==> src/hw/rtl/aceu_pkg.sv <==
// Shared types and opcode codes for the accumulator CPU execute unit.
package aceu_pkg;

  localparam int unsigned AddrW = 16;
  localparam int unsigned DataW = 8;

  typedef enum logic [7:0] {
    OP_END  = 8'd0,
    OP_LOAD = 8'd1,
    OP_STORE = 8'd2,
    OP_SWAP = 8'd3,
    OP_SHL  = 8'd7,
    OP_SHR  = 8'd8,
    OP_JUMP = 8'd11,
    OP_TEST = 8'd12,
    OP_AND  = 8'd14,
    OP_OR   = 8'd15,
    OP_ADD  = 8'd19,
    OP_SUB  = 8'd20
  } opcode_e;

  typedef struct packed {
    logic [7:0]       opcode;
    logic [DataW-1:0] operand_first;
    logic [DataW-1:0] operand_second;
    logic [DataW-1:0] operand_third;
    logic [DataW-1:0] mem_data;
  } instr_t;

  typedef struct packed {
    logic [AddrW-1:0] pc;
    logic [DataW-1:0] acc;
    logic [DataW-1:0] aux;
  } arch_t;

  typedef struct packed {
    logic [AddrW-1:0] next_pc;
    logic [DataW-1:0] acc_out;
    logic [DataW-1:0] aux_out;
    logic             write_enable;
    logic [AddrW-1:0] write_addr;
    logic [DataW-1:0] write_data;
    logic             halted;
    logic             illegal;
  } result_t;

endpackage

==> src/hw/rtl/aceu_in_reg.sv <==
// Input register stage: holds one instruction transaction until execute takes it.
module aceu_in_reg (
  input  logic            clk_i,
  input  logic            rst_ni,
  input  logic            in_valid_i,
  output logic            in_stall_o,
  input  aceu_pkg::instr_t instr_i,
  input  logic            take_i,
  output logic            valid_o,
  output aceu_pkg::instr_t instr_o
);
  import aceu_pkg::*;

  logic   valid_q, valid_d;
  instr_t instr_q;
  logic   accept;

  // Stall only while a held instruction is not being taken this cycle.
  assign in_stall_o = valid_q && !take_i;
  assign accept     = in_valid_i && !in_stall_o;

  always_comb begin
    valid_d = valid_q;
    if (accept) begin
      valid_d = 1'b1;
    end else if (take_i) begin
      valid_d = 1'b0;
    end
  end

  always_ff @(posedge clk_i or negedge rst_ni) begin
    if (!rst_ni) begin
      valid_q <= 1'b0;
    end else begin
      valid_q <= valid_d;
    end
  end

  always_ff @(posedge clk_i) begin
    if (accept) begin
      instr_q <= instr_i;
    end
  end

  assign valid_o = valid_q;
  assign instr_o = instr_q;

endmodule

==> src/hw/rtl/aceu_exec.sv <==
// Execute logic: next PC, A, C and store request for one instruction.
module aceu_exec (
  input  aceu_pkg::instr_t  instr_i,
  input  aceu_pkg::arch_t   arch_i,
  input  logic [15:0]       reset_vector_i,
  output aceu_pkg::result_t res_o
);
  import aceu_pkg::*;

  logic [AddrW-1:0] pc_inc1;
  logic [AddrW-1:0] pc_inc3;
  logic [AddrW-1:0] addr;
  logic [AddrW-1:0] pair;
  logic [DataW-1:0] offset;
  logic [DataW-1:0] and_val;
  logic [DataW-1:0] or_val;
  logic [AddrW-1:0] sum;
  logic [AddrW-1:0] diff;

  assign pc_inc1 = arch_i.pc + 16'd1;
  assign pc_inc3 = arch_i.pc + 16'd3;
  assign addr    = {instr_i.operand_second, instr_i.operand_first};
  assign pair    = {arch_i.aux, arch_i.acc};
  assign and_val = arch_i.acc & instr_i.mem_data;
  assign or_val  = arch_i.acc | instr_i.mem_data;
  assign sum     = {8'h00, arch_i.acc} + {8'h00, instr_i.mem_data};
  assign diff    = {8'h00, arch_i.acc} - {8'h00, instr_i.mem_data};

  // Three-way branch on the sign of A: negative, zero, positive.
  always_comb begin
    if (arch_i.acc[DataW-1]) begin
      offset = instr_i.operand_first;
    end else if (arch_i.acc == '0) begin
      offset = instr_i.operand_second;
    end else begin
      offset = instr_i.operand_third;
    end
  end

  always_comb begin
    res_o              = '0;
    res_o.next_pc      = pc_inc3;
    res_o.acc_out      = arch_i.acc;
    res_o.aux_out      = arch_i.aux;
    case (instr_i.opcode)
      OP_END: begin
        res_o.halted  = 1'b1;
        res_o.next_pc = pc_inc1;
      end
      OP_LOAD: begin
        res_o.acc_out = instr_i.mem_data;
      end
      OP_STORE: begin
        res_o.write_enable = 1'b1;
        res_o.write_addr   = addr;
        res_o.write_data   = arch_i.acc;
      end
      OP_SWAP: begin
        res_o.acc_out = arch_i.aux;
        res_o.aux_out = arch_i.acc;
        res_o.next_pc = pc_inc1;
      end
      OP_SHL: begin
        {res_o.aux_out, res_o.acc_out} = {pair[AddrW-2:0], 1'b0};
        res_o.next_pc = pc_inc1;
      end
      OP_SHR: begin
        {res_o.aux_out, res_o.acc_out} = {1'b0, pair[AddrW-1:1]};
        res_o.next_pc = pc_inc1;
      end
      OP_JUMP: begin
        {res_o.aux_out, res_o.acc_out} = pc_inc3;
        res_o.next_pc = addr;
      end
      OP_TEST: begin
        res_o.next_pc = pc_inc1 + {{8{offset[DataW-1]}}, offset};
      end
      OP_AND: begin
        res_o.acc_out = and_val;
        res_o.aux_out = ~and_val;
      end
      OP_OR: begin
        res_o.acc_out = or_val;
        res_o.aux_out = ~or_val;
      end
      OP_ADD: begin
        {res_o.aux_out, res_o.acc_out} = sum;
      end
      OP_SUB: begin
        {res_o.aux_out, res_o.acc_out} = diff;
      end
      default: begin
        // Unknown opcode: restart from the reset vector with cleared registers.
        res_o.illegal = 1'b1;
        res_o.next_pc = reset_vector_i;
        res_o.acc_out = '0;
        res_o.aux_out = '0;
      end
    endcase
  end

endmodule

==> src/hw/rtl/accumulator_cpu_execute_unit.sv <==
// Top level of the accumulator CPU execute unit: state, output register, config.
//
//  channel | direction | handshake                | payload
//  in      | input     | in_valid_i / in_stall_o  | opcode, three operands, mem_data
//  out     | output    | out_valid_o / out_stall_i| next_pc, A, C, store, halted, illegal
//  cfg     | input     | cfg_valid_i / cfg_ready_o| reset vector (16 bit)
//
// One instruction per cycle sustained while the output is not stalled; an input transaction
// reaches the result through the input register and then the result register around the execute logic.
// PC, A and C update in the cycle an instruction leaves the input register, so the next
// one sees them directly. Reset clears A and C and sets PC and the reset vector to zero.
// A stalled output holds its result; the input register takes one more instruction.
module accumulator_cpu_execute_unit (
  input  logic        clk_i,
  input  logic        rst_ni,
  input  logic        in_valid_i,
  output logic        in_stall_o,
  input  logic [7:0]  opcode_i,
  input  logic [7:0]  operand_first_i,
  input  logic [7:0]  operand_second_i,
  input  logic [7:0]  operand_third_i,
  input  logic [7:0]  mem_data_i,
  output logic        out_valid_o,
  input  logic        out_stall_i,
  output logic [15:0] next_pc_o,
  output logic [7:0]  acc_out_o,
  output logic [7:0]  aux_out_o,
  output logic        write_enable_o,
  output logic [15:0] write_addr_o,
  output logic [7:0]  write_data_o,
  output logic        halted_o,
  output logic        illegal_o,
  input  logic        cfg_valid_i,
  output logic        cfg_ready_o,
  input  logic [15:0] cfg_data_i
);
  import aceu_pkg::*;

  instr_t  in_instr;
  instr_t  ex_instr;
  logic    ex_valid;
  logic    take;
  logic    out_adv;
  result_t ex_res;

  arch_t            arch_q, arch_d;
  logic [AddrW-1:0] rv_q;
  logic             out_valid_q, out_valid_d;
  result_t          out_q;

  assign in_instr = '{opcode:         opcode_i,
                      operand_first:  operand_first_i,
                      operand_second: operand_second_i,
                      operand_third:  operand_third_i,
                      mem_data:       mem_data_i};

  aceu_in_reg u_in_reg (
    .clk_i      (clk_i),
    .rst_ni     (rst_ni),
    .in_valid_i (in_valid_i),
    .in_stall_o (in_stall_o),
    .instr_i    (in_instr),
    .take_i     (take),
    .valid_o    (ex_valid),
    .instr_o    (ex_instr)
  );

  aceu_exec u_exec (
    .instr_i        (ex_instr),
    .arch_i         (arch_q),
    .reset_vector_i (rv_q),
    .res_o          (ex_res)
  );

  assign out_adv = !out_valid_q || !out_stall_i;
  assign take    = ex_valid && out_adv;

  always_comb begin
    arch_d      = arch_q;
    out_valid_d = out_valid_q;
    if (take) begin
      arch_d      = '{pc: ex_res.next_pc, acc: ex_res.acc_out, aux: ex_res.aux_out};
      out_valid_d = 1'b1;
    end else if (!out_stall_i) begin
      out_valid_d = 1'b0;
    end
  end

  always_ff @(posedge clk_i or negedge rst_ni) begin
    if (!rst_ni) begin
      arch_q      <= '0;
      rv_q        <= '0;
      out_valid_q <= 1'b0;
    end else begin
      arch_q      <= arch_d;
      out_valid_q <= out_valid_d;
      if (cfg_valid_i) begin
        rv_q <= cfg_data_i;
      end
    end
  end

  always_ff @(posedge clk_i) begin
    if (take) begin
      out_q <= ex_res;
    end
  end

  assign cfg_ready_o    = 1'b1;
  assign out_valid_o    = out_valid_q;
  assign next_pc_o      = out_q.next_pc;
  assign acc_out_o      = out_q.acc_out;
  assign aux_out_o      = out_q.aux_out;
  assign write_enable_o = out_q.write_enable;
  assign write_addr_o   = out_q.write_addr;
  assign write_data_o   = out_q.write_data;
  assign halted_o       = out_q.halted;
  assign illegal_o      = out_q.illegal;

endmodule

==> config.mk <==
export PLATFORM = sky130hd
export DESIGN_NAME = accumulator_cpu_execute_unit
export DESIGN_NICKNAME = d
export VERILOG_FILES = /design/src/hw/rtl/aceu_pkg.sv /design/src/hw/rtl/aceu_in_reg.sv /design/src/hw/rtl/aceu_exec.sv /design/src/hw/rtl/accumulator_cpu_execute_unit.sv
export SDC_FILE = /design/constraint.sdc
export NUM_CORES = 1
export LEC_CHECK = 0
export ABC_AREA = 0
export BUFFER_PORTS_ARGS = -buffer_cell sky130_fd_sc_hd__buf_2
export CAP_MARGIN = 20
export CORE_UTILIZATION = 53
export DETAILED_ROUTE_END_ITERATION = 8
export PLACE_DENSITY = 0.77
export SLEW_MARGIN = 10
export SYNTH_ARGS = -nofsm -noshare
export SYNTH_HDL_FRONTEND = slang
export SYNTH_SLANG_ARGS = --single-unit
==> constraint.sdc <==
create_clock -name clk_i -period 3.45 [get_ports clk_i]
set_input_delay 0 -clock clk_i [delete_from_list [all_inputs] [get_ports clk_i]]
set_output_delay 0 -clock clk_i [all_outputs]
set_load 0.1 [all_outputs]
==> results of run 1 <==
routing by layer:
metal,routed length (um),vias up,global-route usage
met5,0,-,0
met2,12700,403,0.501
met4,691,0,0.120
li1,-,3604,-
met3,2230,56,0.0684
met1,11800,3870,0.442
area by class of cell:
cell class / instances / area (um2) / share of cell area
Clock inverter: 15 / 163 / 0.0141
Tap cell: 220 / 275 / 0.0238
Clock buffer: 17 / 425 / 0.0369
Inverter: 37 / 140 / 0.0121
Timing Repair Buffer: 252 / 1770 / 0.153
Sequential cell: 149 / 4220 / 0.366
Multi-Input combinational cell: 606 / 4540 / 0.394
through the flow:
step	cell area [um2]	worst slack, ns
5_1_grt	11500	-0.430
4_1_cts	11400	-0.149
3_5_place_dp	10200	-0.213
3_3_place_gp	10200	-0.0969
2_1_floorplan	8990	-0.0201
6_report	11500	-0.228
synthesized netlist by cell type (15+ instances only):
library cell	number
o21ai_0	40
clkbuf_1	29
buf_2	15
xnor2_1	29
a21oi_1	45
nor3_1	21
nand2_1	66
inv_1	36
mux2_2	41
nand3_1	17
and2_1	26
nor2_1	50
ha_1	40
edfxtp_1	99
a22oi_1	17
dfrtp_1	50
sequential cells by signal, summed over array words and instances (netlist names):
name	flops
acc_out_o	8
u_in_reg.instr_o	40
out_valid_o	1
next_pc_o	16
write_data_o	8
arch_q	32
aux_out_o	8
write_addr_o	16
illegal_o	1
rv_q	16
u_in_reg.valid_o	1
halted_o	1
write_enable_o	1
worst paths after layout:
check	cells past startpoint	start	slack, ns	end
min in group clk_i	2	cfg_valid_i	0.11	rv_q[1]
max	14	arch_q[8]	-0.23	arch_q[29]
min	2	rst_ni	0.1	out_valid_o
max reg2reg	14	arch_q[8]	-0.23	arch_q[29]
min reg2reg	1	u_in_reg.valid_o	0.50	out_valid_o
max in group asynchronous	3	rst_ni	2.50	rv_q[14]
placed cells by master, fill, tap and decap left out, types with 9 or more instances in the layout:
cell and count:
and2_1 25, xor2_1 12, o22ai_1 11, mux2_2 41, dfrtp_1 50, clkbuf_16 17
mux2i_1 12, inv_1 34, a21oi_1 39, edfxtp_1 99, nor2_1 50, buf_2 121
buf_4 67, a22oi_1 17, a221o_1 13, dlygate4sd3_1 60, xnor2_1 28, ha_1 38
o21ai_0 34, nor3_1 21, nand2_1 65, o21bai_1 9, nand3_1 16
power by group through the flow:
stage	clock, uW	sequential [uW]	combinational (uW)
CTS	1860	2310	3080
floorplan	0	2750	1640
detailed placement	0	2350	2860
finish	1860	2320	3330
global route	1940	2340	3550
global placement	0	2340	2830
timing repair:
item,4_1_cts,5_1_grt
pin swaps,14,25
buffers inserted,3,4
resized for setup,17,19
endpoints found under the setup margin,14,20
hold buffers,60,0
hold endpoints to repair,79,0
critical path, cell delays in order (launching register included):
cell and delay (ns):
dfrtp_1 0.41, nor4_4 0.37, nand2_4 0.15, buf_6 0.16, buf_4 0.12, mux2i_1 0.15
o21ai_1 0.08, ha_1 0.31, nor2b_1 0.15, a311oi_2 0.37, a2111oi_2 0.13, a311o_1 0.40
and3_1 0.24, or3_4 0.38, a31oi_1 0.15
cell families (layout without fill, tap and decap cells):
logic type | after synthesis | after routing | synth area share
AOI/OAI and AO/OA | 219 | 219 | 0.170
xor gates and xnor gates | 42 | 42 | 0.0419
adders and majority gates | 45 | 45 | 0.0649
buffers and inverters | 86 | 321 | 0.0398
DFF | 149 | 149 | 0.471
muxes | 54 | 54 | 0.0660
other | 1 | 1 | 0.000418
and+or+nand+nor | 245 | 245 | 0.145
==> reports/results.ini, run 1 <==
[outcome]
status=finished, violations left
violations=setup timing

[synthesis]
synth_nets=945
async_flop_share=0.336
synth-main-ff-cell=edfxtp_1
syn_area_per_cell_um2=10.7
ys_seq_area_frac=0.471
ys_types=83
yosysWarnings=0
synth_top_area_cell=edfxtp_1
ys_ff_latch=149
synth.area.top_cells=edfxtp_1 (33%), dfrtp_1 (14%), ha_1 (5.6%)
synth_area_um2=8960
synth-edff-count=99
syn_inst=841
synth_top_cell_area_share=0.332

[clock_tree]
insertion_delay_ns=0.45
cts.sink_count=149
cts_root_buffer=clkbuf_16
path_clk_slew_ns=0.07
cts_tree=built
cts_max_path_buffers=2
htree_levels=4
numCtsBuffers=17

[power]
p_comb_frac=0.444
p_clk_frac=0.247
swShare=0.416
p_per_area_nw_per_um2=650
switching_power_uw=3120
p_leak_uw=0.00479
power_frac_seq=0.309
vdd_drop_max_mv=0.479
cellInternalPower_uw=4380
power.total_uw=7510

[sta]
rsz0062_at_grt=true
fin_crit_ns=3.68
hold_violations=0
clock.fmax_mhz=272
fin_skew_ns=0.0143
fin_crit_sh=1.07
hold_slack_ns=0.0985
finalMaxSlewViolations=0
setup_tns_ns=-1.01
setup_slack_ns=-0.228
report.final.setup_viol=11
worstMarginPinSlew_ns=1.07
max_slew_margin=0.285

[cells_and_area]
layout-drive-gt1-share=0.292
stdcell_count=1296
fin_nets=1167
fillers=1241
num_antenna_cells=0
syn_to_final_growth_pct=28.8
utilization=0.698

[run]
cap_violations=0

[floorplan]
die_h_um=132
pin_count=123
rows=47
dieArea_um2=17400
start_util=0.542
die_w_um=132
core_area_um2=16500

[detailed_routing]
final_antenna_net_count=0
dr_total_vias=7933
routed_wl_mm=27.4
dr.first_iter.drc_count=842
drt_pass1_iterations=7
remaining_drc_errors=0
viasPerCell=6.12
wl_per_cell_um=21.1

[grt]
grt_max_degree=41
track_usage=0.321
grt_pass1_wl_mm=42.2
grt_overflow=0
grt_antenna_before_repair=0
grt_pass1_vias=7704

[placed_design]
place_hpwl_mm=18.8
gp_congestion=0.977
portBuffers=121
dp_cells=1197

[worst_setup_path]
worstPathMaxFanout=5
crit_required_ns=3.81
arrival_ns=4.04
start_kind=register
critical_path_class=reg2reg
endpoint_kind=register

[worst_hold_path]
hp-class=in2async

Power figures use the tool's default switching activity.
==> run 2, diff against run 1 <==
==> constraint.sdc (replaced) <==
create_clock -name clk_i -period 3.45 [get_ports clk_i]
set_input_delay 0.1725 -clock clk_i [delete_from_list [all_inputs] [get_ports clk_i]]
set_output_delay 0.1725 -clock clk_i [all_outputs]
set_load 0.1 [all_outputs]
==> run 2 against run 1 <==
Net effect:
- the run still ends with setup timing left
- first-iteration DRC count increased by 13%
- worst hold slack better by 0.19 ns
- register-to-register slack is essentially flat
- sequential power hardly changed
- final area rose by 0.33%
- clock power about the same
- core utilization is 0.23 points higher
- non-clock buffer count is 2 higher
- clock skew up 0.0017 ns
- critical path type unchanged
- critical endpoint is now next_pc_o[13]
==> reports/results.ini, run 2 (synthesis gave the netlist of run 1 again) <==
[floorplan]
die_h_um=132  ; unchanged
core_area_um2=16500  ; unchanged
die_w_um=132  ; unchanged
rows=47  ; unchanged
dieArea_um2=17400  ; unchanged
pin_count=123  ; unchanged
start_util=0.542  ; unchanged

[grt]
grt_antenna_before_repair=0  ; unchanged
track_usage=0.319  ; -0.00245
grt_max_degree=41  ; unchanged
grt_pass1_vias=7698  ; -0.078%
grt_pass1_wl_mm=42.1  ; -0.33%
grt_overflow=0  ; unchanged

[clock_tree]
cts_tree=built
path_clk_slew_ns=0.07  ; about the same
htree_levels=4  ; unchanged
cts.sink_count=149  ; unchanged
cts_max_path_buffers=2  ; unchanged
insertion_delay_ns=0.45  ; about the same
numCtsBuffers=17  ; unchanged
cts_root_buffer=clkbuf_16

[worst_setup_path]
arrival_ns=3.97  ; -0.07 ns
crit_required_ns=3.75  ; -0.06 ns
critical_path_class=reg2reg
endpoint_kind=register
critPathMaxStageDelay_ns=0.41  ; about the same
slowest_stage=dfrtp_1
cpLargestDelayFamily=simple AND/OR/NAND/NOR gates
worstPathMaxFanout=5  ; unchanged
cp_cell_sequence=nor4_4 -> nand2_2 -> buf_6 -> buf_6 -> mux2i_1 -> o21ai_1 -> ha_1 -> a21oi_1 -> nor2b_1 -> a311oi_4 -> a2111oi_2 -> a311o_1 -> and3_1 -> or3_4 -> nand2_1
start_kind=register
path_buf_inv=2  ; unchanged
path_common_cell=buf_6

[power]
power.total_uw=7600  ; +1.2%
p_leak_uw=0.00482  ; +0.55%
vdd_drop_max_mv=0.425  ; -11%
p_per_area_nw_per_um2=656  ; +0.92%

[placed_design]
post-place-ws_ns=-0.191  ; +0.0223 ns
gp_congestion=0.982  ; +0.53%
dp_cells=1197  ; unchanged
place_hpwl_mm=18.9  ; +0.90%
portBuffers=121  ; unchanged

[detailed_routing]
dr.first_iter.drc_count=953  ; +13%
final_antenna_net_count=0  ; unchanged
drt_pass1_iterations=6  ; -1
wl_per_cell_um=21.4  ; +1.3%
dr_total_vias=7957  ; +0.30%
viasPerCell=6.13  ; +0.15%
routed_wl_mm=27.8  ; +1.5%
remaining_drc_errors=0  ; unchanged

[sta]
fin_skew_ns=0.0161  ; +0.00174 ns
max_slew_margin=0.295  ; +0.0100
hold_slack_ns=0.284  ; +0.185 ns
rsz0062_at_grt=true
clock.fmax_mhz=273  ; +0.25%
fin_crit_sh=1.06  ; -0.00270
hold_violations=0  ; unchanged
setup_slack_ns=-0.219  ; +0.00930 ns
finalMaxSlewViolations=0  ; unchanged
report.final.setup_viol=10  ; -1
setup_tns_ns=-1.14  ; -0.127 ns
worstMarginPinSlew_ns=1.06  ; -0.0150 ns
fin_crit_ns=3.67  ; -0.00930 ns

[worst_hold_path]
hp-class=in2reg

[outcome]
status=finished, violations left
violations=setup timing

[cells_and_area]
final_common_cell=buf_2
syn_to_final_growth_pct=29.2
final_cell_mix=buf_2 (121), edfxtp_1 (99), buf_4 (69)
layout-drive-gt1-share=0.294  ; +0.00224
largest_reg_flops=40  ; unchanged
num_antenna_cells=0  ; unchanged
stdcell_count=1298  ; +0.15%
fin_nets=1169  ; +0.17%

[run]
cap_violations=0  ; unchanged

-- run 2: changes by cell type in the layout (fill, tap and decap cells not counted), sizes merged --
cell         before  now
buf             192  195
clkinvlp          3    1
dlygate4sd3      60   59
inv              44   46
-- run 2: routing by layer --
metal  global-route usage  routed length [um]
met5                    0                   0
met4                0.136                 800
met3               0.0611                2100
met2                0.501               13000
met1                0.433               11900
-- run 2: cell type report --
class | instances | area, um2
sequential | 149 | 4220
multi-input combinational | 606 | 4570
timing repair buffer | 254 | 1790
clock inverter | 15 | 156
tap | 220 | 275
clock buffer | 17 | 425
fill | 1208 | 4940
inverter | 37 | 140
-- run 2: what timing repair did --
item / CTS / global route
resized for setup: 13 / 28
gates cloned: 0 / 0
endpoints found under the setup margin: 13 / 22
hold buffers: 59 / 0
hold endpoints to repair: 96 / 0
pin swaps: 16 / 11
buffers inserted: 4 / 6
-- run 2: where the power goes --
part,internal [uW],total (uW),switching (uW)
clock network,969,1870,898
registers,2120,2320,198
logic,1340,3410,2070
-- run 2: final timing paths --
kind	startpoint	to	slack (ns)	depth (start not counted)
min	cfg_valid_i	rv_q[4]	0.28	2
max	arch_q[8]	next_pc_o[13]	-0.22	15
max reg2reg	arch_q[8]	next_pc_o[13]	-0.22	15
min reg2reg	u_in_reg.valid_o	out_valid_o	0.50	1
max in group asynchronous	rst_ni	rv_q[10]	2.27	3
min in group asynchronous	rst_ni	out_valid_o	0.40	2
-- run 2: per-stage QoR --
stage | area [um2] | utilization
after detailed placement | 10200 | 0.615
after global routing | 11600 | 0.701
final | 11600 | 0.701
after global placement | 10200 | 0.615
after floorplan | 8990 | -
after CTS | 11400 | 0.690
